### config.mk
export PLATFORM = sky130hd
export DESIGN_NAME = varint_length_frame_receiver_unit
export DESIGN_NICKNAME = d
export VERILOG_FILES = /design/src/rtl/vlfr_pkg.sv /design/src/rtl/vlfr_in_stage.sv /design/src/rtl/vlfr_parse.sv /design/src/rtl/vlfr_out_stage.sv /design/src/rtl/varint_length_frame_receiver_unit.sv
export SDC_FILE = /design/constraint.sdc
export NUM_CORES = 1
export LEC_CHECK = 0
export ABC_AREA = 1
export BUFFER_PORTS_ARGS = -buffer_cell sky130_fd_sc_hd__buf_2
export CAP_MARGIN = 20
export CORE_MARGIN = 5
export CORE_UTILIZATION = 65
export CTS_BUF_LIST = sky130_fd_sc_hd__clkbuf_8
export CTS_CLUSTER_SIZE = 20
export DETAILED_ROUTE_END_ITERATION = 16
export HOLD_SLACK_MARGIN = 0.02
export PLACE_DENSITY = 0.87
export SYNTH_ARGS = -nofsm -noshare
export SYNTH_HDL_FRONTEND = slang
export SYNTH_SLANG_ARGS = --single-unit
### constraint.sdc
create_clock -name clk -period 8 [get_ports clk]
set_input_delay 1.6 -clock clk [delete_from_list [all_inputs] [get_ports clk]]
set_output_delay 1.6 -clock clk [all_outputs]
set_load 0.01 [all_outputs]
### src/rtl/vlfr_pkg.sv
package vlfr_pkg;

	localparam int LENGTH_BITS  = 16;
	localparam int VARINT_BITS  = 32;
	localparam int GROUP_BITS   = 7;
	localparam int MAX_GROUPS   = 5;
	localparam int MORE_BIT     = 7;
	localparam int BYTE_BITS    = 8;
	localparam int CFG_BITS     = 16;
	localparam int GCOUNT_BITS  = 3;
	localparam int SHIFT_BITS   = 6;

	localparam logic [CFG_BITS-1:0] MAX_FRAME_LEN_RESET = CFG_BITS'(1024);

	typedef enum logic [1:0] {
		STATUS_PAYLOAD  = 2'd0,
		STATUS_OVERFLOW = 2'd1,
		STATUS_LENGTH   = 2'd2
	} status_t;

	typedef struct packed {
		logic [BYTE_BITS-1:0]   payload_byte;
		logic [LENGTH_BITS-1:0] byte_index;
		logic [LENGTH_BITS-1:0] frame_length;
		logic                   last_of_frame;
		status_t                status;
	} result_t;

endpackage

### src/rtl/vlfr_in_stage.sv
module vlfr_in_stage
	import vlfr_pkg::*;
(
	input  logic                 clk,
	input  logic                 arst_n,
	input  logic                 in_valid,
	output logic                 in_stall,
	input  logic [BYTE_BITS-1:0] in_byte,
	input  logic                 advance,
	output logic                 valid_s1,
	output logic [BYTE_BITS-1:0] byte_s1
);

	logic valid_s1_r;

	// hold the byte while the next stage cannot take it
	assign in_stall = valid_s1_r && !advance;
	assign valid_s1 = valid_s1_r;

	always_ff @(posedge clk or negedge arst_n) begin
		if (!arst_n) begin
			valid_s1_r <= 1'b0;
		end else if (in_valid && !in_stall) begin
			valid_s1_r <= 1'b1;
		end else if (advance) begin
			valid_s1_r <= 1'b0;
		end
	end

	always_ff @(posedge clk) begin
		if (in_valid && !in_stall) begin
			byte_s1 <= in_byte;
		end
	end

endmodule

### src/rtl/vlfr_parse.sv
module vlfr_parse
	import vlfr_pkg::*;
(
	input  logic                 clk,
	input  logic                 arst_n,
	input  logic                 fire,
	input  logic [BYTE_BITS-1:0] byte_s1,
	input  logic [CFG_BITS-1:0]  max_frame_len_q,
	output logic                 res_valid,
	output result_t              res
);

	logic                   in_payload_q;
	logic [GCOUNT_BITS-1:0] group_count_q;
	logic [VARINT_BITS-1:0] length_accum_q;
	logic [LENGTH_BITS-1:0] bytes_left_q;

	logic [SHIFT_BITS-1:0]  shift;
	logic [VARINT_BITS-1:0] new_accum;
	logic                   more;
	logic                   overflow;
	logic                   len_bad;
	logic                   last;
	logic [LENGTH_BITS-1:0] frame_len;

	assign shift     = SHIFT_BITS'(group_count_q) * SHIFT_BITS'(GROUP_BITS);
	assign new_accum = length_accum_q
		| (VARINT_BITS'(byte_s1[GROUP_BITS-1:0]) << shift);
	assign more      = byte_s1[MORE_BIT];
	assign overflow  = more && (group_count_q == GCOUNT_BITS'(MAX_GROUPS - 1));
	assign len_bad   = (new_accum == '0)
		|| (new_accum >= VARINT_BITS'(max_frame_len_q));
	assign frame_len = length_accum_q[LENGTH_BITS-1:0];
	assign last      = (bytes_left_q <= LENGTH_BITS'(1));

	always_comb begin
		res       = '0;
		res_valid = 1'b0;
		if (in_payload_q) begin
			res_valid          = fire;
			res.payload_byte   = byte_s1;
			res.byte_index     = frame_len - bytes_left_q;
			res.frame_length   = frame_len;
			res.last_of_frame  = last;
			res.status         = STATUS_PAYLOAD;
		end else if (overflow) begin
			res_valid  = fire;
			res.status = STATUS_OVERFLOW;
		end else if (!more && len_bad) begin
			res_valid  = fire;
			res.status = STATUS_LENGTH;
		end
	end

	always_ff @(posedge clk or negedge arst_n) begin
		if (!arst_n) begin
			in_payload_q   <= 1'b0;
			group_count_q  <= '0;
			length_accum_q <= '0;
			bytes_left_q   <= '0;
		end else if (fire) begin
			if (in_payload_q) begin
				if (last) begin
					in_payload_q   <= 1'b0;
					group_count_q  <= '0;
					length_accum_q <= '0;
					bytes_left_q   <= '0;
				end else begin
					bytes_left_q <= bytes_left_q - LENGTH_BITS'(1);
				end
			end else if (more) begin
				if (overflow) begin
					group_count_q  <= '0;
					length_accum_q <= '0;
				end else begin
					group_count_q  <= group_count_q + GCOUNT_BITS'(1);
					length_accum_q <= new_accum;
				end
			end else if (len_bad) begin
				group_count_q  <= '0;
				length_accum_q <= '0;
			end else begin
				// length is below the limit, so it fits the low bits
				in_payload_q   <= 1'b1;
				group_count_q  <= '0;
				length_accum_q <= new_accum;
				bytes_left_q   <= new_accum[LENGTH_BITS-1:0];
			end
		end
	end

endmodule

### src/rtl/vlfr_out_stage.sv
module vlfr_out_stage
	import vlfr_pkg::*;
(
	input  logic    clk,
	input  logic    arst_n,
	input  logic    res_valid,
	input  result_t res,
	input  logic    out_stall,
	output logic    out_valid,
	output logic    advance,
	output result_t res_q
);

	logic out_valid_q;

	// the register is free when empty or when its transfer completes now
	assign advance   = !out_valid_q || !out_stall;
	assign out_valid = out_valid_q;

	always_ff @(posedge clk or negedge arst_n) begin
		if (!arst_n) begin
			out_valid_q <= 1'b0;
		end else if (res_valid) begin
			out_valid_q <= 1'b1;
		end else if (!out_stall) begin
			out_valid_q <= 1'b0;
		end
	end

	always_ff @(posedge clk) begin
		if (res_valid) begin
			res_q <= res;
		end
	end

endmodule

### src/rtl/varint_length_frame_receiver_unit.sv
// Deframer for a byte stream of varint length-prefixed frames. Each frame is a
// little-endian base-128 length prefix (up to five groups) and then that many
// payload bytes; every payload byte comes out with its index, the frame length
// and a last flag, and a prefix that runs past five groups (status 1) or gives a
// length of zero or not below max_frame_len (status 2) yields one error result,
// after which a new prefix is expected. Prefix bytes give no result. One byte is
// taken every cycle unless the output stalls: each byte passes an input register,
// one step of prefix or payload logic, and a result register. A write to
// max_frame_len applies at the next length check.
module varint_length_frame_receiver_unit
	import vlfr_pkg::*;
(
	input  logic                   clk,
	input  logic                   arst_n,
	input  logic                   max_frame_len_we,
	input  logic [CFG_BITS-1:0]    max_frame_len,
	input  logic                   in_valid,
	output logic                   in_stall,
	input  logic [BYTE_BITS-1:0]   in_byte,
	output logic                   out_valid,
	input  logic                   out_stall,
	output logic [BYTE_BITS-1:0]   payload_byte,
	output logic [LENGTH_BITS-1:0] byte_index,
	output logic [LENGTH_BITS-1:0] frame_length,
	output logic                   last_of_frame,
	output logic [1:0]             status
);

	logic [CFG_BITS-1:0]  max_frame_len_q;
	logic                 advance;
	logic                 valid_s1;
	logic [BYTE_BITS-1:0] byte_s1;
	logic                 res_valid;
	result_t              res;
	result_t              res_q;

	always_ff @(posedge clk or negedge arst_n) begin
		if (!arst_n) begin
			max_frame_len_q <= MAX_FRAME_LEN_RESET;
		end else if (max_frame_len_we) begin
			max_frame_len_q <= max_frame_len;
		end
	end

	vlfr_in_stage u_in (
		.clk      (clk),
		.arst_n   (arst_n),
		.in_valid (in_valid),
		.in_stall (in_stall),
		.in_byte  (in_byte),
		.advance  (advance),
		.valid_s1 (valid_s1),
		.byte_s1  (byte_s1)
	);

	vlfr_parse u_parse (
		.clk             (clk),
		.arst_n          (arst_n),
		.fire            (valid_s1 && advance),
		.byte_s1         (byte_s1),
		.max_frame_len_q (max_frame_len_q),
		.res_valid       (res_valid),
		.res             (res)
	);

	vlfr_out_stage u_out (
		.clk       (clk),
		.arst_n    (arst_n),
		.res_valid (res_valid),
		.res       (res),
		.out_stall (out_stall),
		.out_valid (out_valid),
		.advance   (advance),
		.res_q     (res_q)
	);

	assign payload_byte  = res_q.payload_byte;
	assign byte_index    = res_q.byte_index;
	assign frame_length  = res_q.frame_length;
	assign last_of_frame = res_q.last_of_frame;
	assign status        = res_q.status;

endmodule

# Word-level counts from Yosys, hierarchy flattened

Index checks and enable logic that the tools add are counted.

Eq/ne operators: 5
Shifts and indexed selects: 1
Add/sub/neg operators: 3
Muxes and demuxes: 26
$lt $le $gt $ge: 2
Reduce and logical (&&, ||, !) cells: 17
Bitwise logic cells: 1
Multiply operators: 1
Div/mod/pow operators: 0

Operator list:

| kind                                                                    | number |
|---|---|
| 32-bit 2-to-1 mux                                                       | 5 |
| 16-bit 2-to-1 mux                                                       | 4 |
| 32-bit by 16-bit >= comparator with 1-bit output                        | 1 |
| 32-bit zero test                                                        | 1 |
| 32-bit bitwise OR                                                       | 1 |
| 7-bit by 6-bit left shift with 32-bit output                            | 1 |
| 16-bit by 1-bit <= comparator with 1-bit output (second input constant) | 1 |
| 16-bit by 1-bit subtractor with 16-bit output (second input constant)   | 1 |
| 16-bit subtractor                                                       | 1 |
| 1-bit 2-to-1 mux                                                        | 12 |
| 3-bit 2-to-1 mux                                                        | 4 |
| 3-bit by 3-bit multiplier with 6-bit output (second input constant)     | 1 |
| 2-bit by 1-bit != test with 1-bit output (second input constant)        | 3 |
| 1-bit logical AND                                                       | 5 |
| 1-bit zero test                                                         | 5 |
| 3-bit by 1-bit adder with 3-bit output (second input constant)          | 1 |
| 3-bit == test (second input constant)                                   | 1 |
| 3-bit AND reduction                                                     | 1 |
| 1-bit logical OR                                                        | 2 |
| 2-bit 2-to-1 mux                                                        | 1 |
| 2-bit != test (second input constant)                                   | 1 |
| 2-bit AND reduction                                                     | 1 |
| 2-bit nonzero test                                                      | 1 |
| 2-bit OR reduction                                                      | 1 |

RAM bits: 0
Bits in read-only memories: 0
Register bits after elaboration: 121
Latch bits: 0
Output and inout bits: 45
Memories kept: 0
Input bits: 29

# Longest topological paths before layout

Depth after elaboration: 10
Gate-level depth with buffers: 20
Mapped depth without buffers: 18

# Cells and area by module

Synthesis repeated with hierarchy kept, for this count alone.

Cell total of the unflattened synthesis: 839
Area, all modules: 6880.3 um^2

By module, submodules not included:

| module                            | sequential area each (um^2) | area each (um^2) | times used | cells an instance |
|---|---|---|---|---|
| vlfr_parse                        | 1301.2                      | 4596.9           | 1          | 707 |
| vlfr_out_stage                    | 1316.3                      | 1332.5           | 1          | 47 |
| varint_length_frame_receiver_unit | 401.6                       | 653.1            | 1          | 70 |
| vlfr_in_stage                     | 265.3                       | 297.8            | 1          | 15 |

# Worst setup path before layout

Ideal clock, no wire load.

Kind: flip-flop to flip-flop
Start: register u_parse.group_count_q[0]
End: register u_out.res_q[0] (netlist name)
Arrival: 3.727 ns
Slack: 3.830 ns
Stages on the path, launching flop included: 16
Cell sequence: dfrtp_1 -> buf_2 -> buf_4 -> a31oi_1 -> inv_1 -> ha_1 -> nand2_1 -> nor2_1 -> nand2_1 -> nor2_1 -> nor2_1 -> nand2_1 -> nor2_2 -> nand3_1 -> a21oi_1 -> nor2_1

Longest elaborated chain between the ends: 9
Elaborated cells between the ends (all ways): 12
Those cells by class: mul (1); order compare (1); eq/ne (1); shift (1); mux (3); bitwise (1); reduce/logical (4)

RTL lines:

| item                                                                                 | RTL line                                | RTL |
|---|---|---|
| start: declaration                                                                   | vlfr_parse.sv:14                        | `logic [GCOUNT_BITS-1:0] group_count_q;` |
| start signal: assignment                                                             | vlfr_parse.sv:76                        | `group_count_q <= group_count_q + GCOUNT_BITS'(1);` |
| 3-bit by 3-bit multiplier with 6-bit output                                          | vlfr_parse.sv:26                        | `assign shift = SHIFT_BITS'(group_count_q) * SHIFT_BITS'(GROUP_BITS);` |
| 7-bit by 6-bit left shift with 32-bit output                                         | vlfr_parse.sv:28                        | `\| (VARINT_BITS'(byte_s1[GROUP_BITS-1:0]) << shift);` |
| 32-bit bitwise OR                                                                    | vlfr_parse.sv:28                        |  |
| 32-bit by 16-bit >= comparator with 1-bit output or 32-bit zero test (tied branches) | vlfr_parse.sv:32, vlfr_parse.sv:31      |  |
| 1-bit logical OR                                                                     | vlfr_parse.sv:32                        | `\|\| (new_accum >= VARINT_BITS'(max_frame_len_q));` |
| 1-bit logical AND                                                                    | vlfr_parse.sv:49                        | `end else if (!more && len_bad) begin` |
| 1-bit 2-to-1 mux                                                                     | vlfr_parse.sv:49                        |  |
| 1-bit 2-to-1 mux (*)                                                                 | vlfr_parse.sv:46                        | `end else if (overflow) begin` |
| 1-bit 2-to-1 mux (*)                                                                 | vlfr_parse.sv:39                        | `if (in_payload_q) begin` |
| net res_valid                                                                        | varint_length_frame_receiver_unit.sv:33 | `logic res_valid;` |

Mark *: on every way through the listed nets, which the timed path passes. The rest lies on a longest branch.
A chain may end at the register's enable or synchronous reset.

# Worst setup path in the final report

Start: register u_parse.bytes_left_q[1]
End: register u_parse.length_accum_q[10]

Longest elaborated chain between the ends: 3

RTL lines:

| item                                            | RTL line         | RTL |
|---|---|---|
| start: declaration                              | vlfr_parse.sv:16 | `logic [LENGTH_BITS-1:0] bytes_left_q;` |
| start signal: assignment                        | vlfr_parse.sv:69 | `bytes_left_q <= bytes_left_q - LENGTH_BITS'(1);` |
| start signal: assignment                        | vlfr_parse.sv:87 | `bytes_left_q <= new_accum[LENGTH_BITS-1:0];` |
| 16-bit by 1-bit <= comparator with 1-bit output | vlfr_parse.sv:34 | `assign last = (bytes_left_q <= LENGTH_BITS'(1));` |
| 2-bit != test (no source line)                  | n/a              |  |
| 2-bit AND reduction (no source line)            | n/a              |  |
| end signal: assignment                          | vlfr_parse.sv:77 | `length_accum_q <= new_accum;` |
| end signal: assignment                          | vlfr_parse.sv:86 | `length_accum_q <= new_accum;` |
| end: declaration                                | vlfr_parse.sv:15 | `logic [VARINT_BITS-1:0] length_accum_q;` |

Every way passes these cells.

==> results by group <==
Routing
  • DRT Pass-1 Iters: 5
  • DR DRC count: 0
  • Routed wire per std cell: 17.6 um
  • Via count: 5966
  • Vias/cell: 5.75
  • Routed WL: 18300 um
  • WL met3: 1290 um
  • M1 WL: 7280 um
  • Number of routed nets with antenna violations: 0
  • Top sig layer: met4
  • Met2 WL: 9050 um
  • Starting DRT DRC Count: 650

Synthesis
  • Post-synthesis xor/xnor area fraction: 1.91%
  • Synthesized area: 0.00689 mm2
  • Flops & latches, synth: 121
  • Largest family of logic cells by synthesized area: simple AND/OR/NAND/NOR gates
  • Multiplexer share of the synthesized area: 0.163%
  • Syn nets: 884
  • Post-synthesis compound-gate area fraction: 13.6%
  • Adder-cell share of the synthesized area: 6.65%
  • Top_reg_cell synth: dfrtp_1
  • Yosys top cell by area: dfrtp_1
  • Simple-gate share of the synthesized area: 21.3%
  • Register area share after synthesis: 47.7%
  • Ranking of synthesized cells by area: dfrtp_1 (25%), edfxtp_1 (22%), nand2_1 (10%), ha_1 (6.4%), inv_1 (6.3%)
  • Most frequent cells after synthesis: nand2_1 (188), inv_1 (116), nor2_1 (76)
  • Synthesis warning total: 0
  • Synth cell types: 45
  • Synth top area share: 25.1%
  • Mean post-synth cell area: 8.41 um2
  • Cell with the most instances after synthesis: nand2_1
  • Synth async-reset ratio: 57.9%
  • Number of flops mapped to enable cells by yosys: 51
  • Post-Synthesis Cells: 819

Clock tree
  • Clk slew on worst S/H paths: 80 ps
  • Skew-Pair Late Insertion Delay: 440 ps
  • Post-CTS setup buffer count: 0
  • Root buf cell: clkbuf_8
  • Post_cts resized: 0
  • Total CTS buffers: 17
  • Max clock buf depth: 2
  • Max H-tree Level: 4
  • TritonCTS clock tree: done
  • Num Clock Sinks: 121
  • Number of hold buffers added after cts: 0

STA
  • Slew HR: 36.9%
  • Tcrit/Tclk final: 46.3%
  • RSZ-0062 raised after global routing: no
  • Final Hold Viols: 0
  • # setup viols final: 0
  • Minimum clock period: 3710 ps
  • Max frequency: 270 MHz
  • Worst-case clock skew: 9.07 ps
  • Fin worst setup slack: 4290 ps
  • Post-route setup TNS: 0 ps
  • Least-Margin Pin Slew: 944 ps
  • Fin. max-slew vios: 0

Critical path
  • CP Capture Type: flip-flop
  • CP Data Required Time: 8360 ps
  • Delay-heaviest family, CP: simple AND/OR/NAND/NOR gates
  • Kind of critical path: flip-flop to flip-flop
  • Critical path buffer and inverter count: 3
  • Data arrival, critical path: 4060 ps
  • Crit-path cells: inv_1 -> ha_1 -> nand2_1 -> a21oi_1 -> nand3_1 -> nand2_1 -> inv_2 -> nor2_4 -> inv_2 -> o21ai_0 -> a21boi_1
  • CP max stage delay: 750 ps
  • Startpoint class of the critical path: flip-flop
  • Largest fanout on the critical path: 42
  • Slowest stage cell, crit path: nor2_4

Job
  • Max-Cap Viols: 0

Layout
  • Ratio of cells with drive above 1 in the final layout: 15.3%
  • Register area: 0.00328 mm2
  • NumNets Final: 953
  • Synth-to-layout area growth: 12.7%
  • FILL cells: 749
  • Antenna diodes: 0
  • Multi-input gate area: 0.00301 mm2
  • Cell Count, Final, Fillers Out: 1037

Place
  • Placed Cells: 1004
  • Hpwl dp: 13300 um
  • GPL Wtd Cong: 0.992
  • DP Worst Slack: 4220 ps
  • # port buffers: 73

Hold path
  • Hold WC Path Type: flip-flop to flip-flop

Die
  • Die Wd: 113 um
  • IO Pins: 74
  • # rows: 37
  • Total die area: 0.0128 mm2
  • Die Y-Extent: 113 um
  • Core ar.: 0.0103 mm2
  • Initial core utilization: 66.7%

Global routing
  • Total gr overflow: 0
  • Wire length of the first global-routing pass: 30100 um
  • Largest net degree at the start of global routing: 71
  • Gr usage total: 29.9%
  • Via count of the first global-routing pass: 5852
  • Initial antenna violation count: 0

Power
  • Power per cell area: 461 mW/mm2
  • Total Power: 3580 uW
  • Maximum VDD drop: 0.000301 V
  • Leakage: 0.00405 uW

Status
  • Status: completed
## metrics by stage
stage | area [um2] | hold slack [ps] | utilization (%)
6_report | 7760 | 501 | 75.2
3_3_place_gp | 7300 | 480 | 70.7
5_1_grt | 7760 | 558 | 75.2
3_5_place_dp | 7300 | 485 | 70.7
4_1_cts | 7740 | 503 | 75.0
2_1_floorplan | 6890 | 464 | -
## layout make-up
| cell class | count | share of cell area (%) |
|---|---|---|
| Clock buffer | 18 | 3.19 |
| Inverter | 122 | 5.90 |
| Clock inverter | 14 | 2.48 |
| Multi-Input combinational cell | 550 | 38.8 |
| Sequential cell | 121 | 42.3 |
| Tap cell | 136 | 2.19 |
| Timing Repair Buffer | 76 | 5.16 |
## tightest hold or removal path, delay by kind of cell (launching register included)
kind | cells | cell delay [ps]
flops | 1 | 370
simple gates | 2 | 110
## cell usage in the layout (no fill, tap or decap), types with 5 or more instances in the layout
cell	n
nand2_1	188
inv_1	116
nor2_1	75
buf_2	73
dfrtp_1	69
o21ai_0	53
edfxtp_1	51
nand3_1	48
a21oi_1	38
ha_1	35
a21boi_1	20
clkbuf_8	18
xor2_1	13
a31o_2	13
o22ai_1	7
and2_1	7
inv_2	5
nand4_1	5
## per-layer routing
layer  vias up  GRT usage, %
li1       2819             -
met1      2808          38.5
met2       285          49.9
met3        54          5.29
met4         0          12.7
met5         -             0
## state kept, by name (all words and copies together) (netlist names)
register,cells
max_frame_len_q,16
u_in.byte_s1,8
u_in.valid_s1,1
u_out.out_valid,1
u_out.res_q,43
u_parse.bytes_left_q,16
u_parse.group_count_q,3
u_parse.in_payload_q,1
u_parse.length_accum_q,32
## logic make-up after synthesis
family                   count (synthesis)
AND/OR/NAND/NOR                        343
flip-flops                             121
buffers and inverters                  148
XOR/XNOR                                15
multiplexers                             1
adder cells (fa/ha/maj)                 36
AO/OA/AOI/OAI                          155
## path summary, 6_finish.rpt
check	slack, ps	cells after the start	start	to
min reg2reg	500	2	u_parse.bytes_left_q[9]$_DFFE_PN0P_	u_parse.bytes_left_q[9]$_DFFE_PN0P_
min in group asynchronous	1360	2	arst_n	max_frame_len_q[1]$_DFFE_PN0P_
max reg2reg	4290	11	u_parse.bytes_left_q[1]$_DFFE_PN0P_	u_parse.length_accum_q[10]$_DFFE_PN0P_
max	4290	11	u_parse.bytes_left_q[1]$_DFFE_PN0P_	u_parse.length_accum_q[10]$_DFFE_PN0P_
max in group asynchronous	6060	2	arst_n	u_parse.length_accum_q[3]$_DFFE_PN0P_
min	500	2	u_parse.bytes_left_q[9]$_DFFE_PN0P_	u_parse.bytes_left_q[9]$_DFFE_PN0P_
## power breakdown
group	total, uW	internal [uW]	switching [uW]
Sequential	1090	927	167
Clock	611	350	262
Combinational	1870	620	1250
Total	3580	1900	1680
Power figures use the tool's default switching activity.
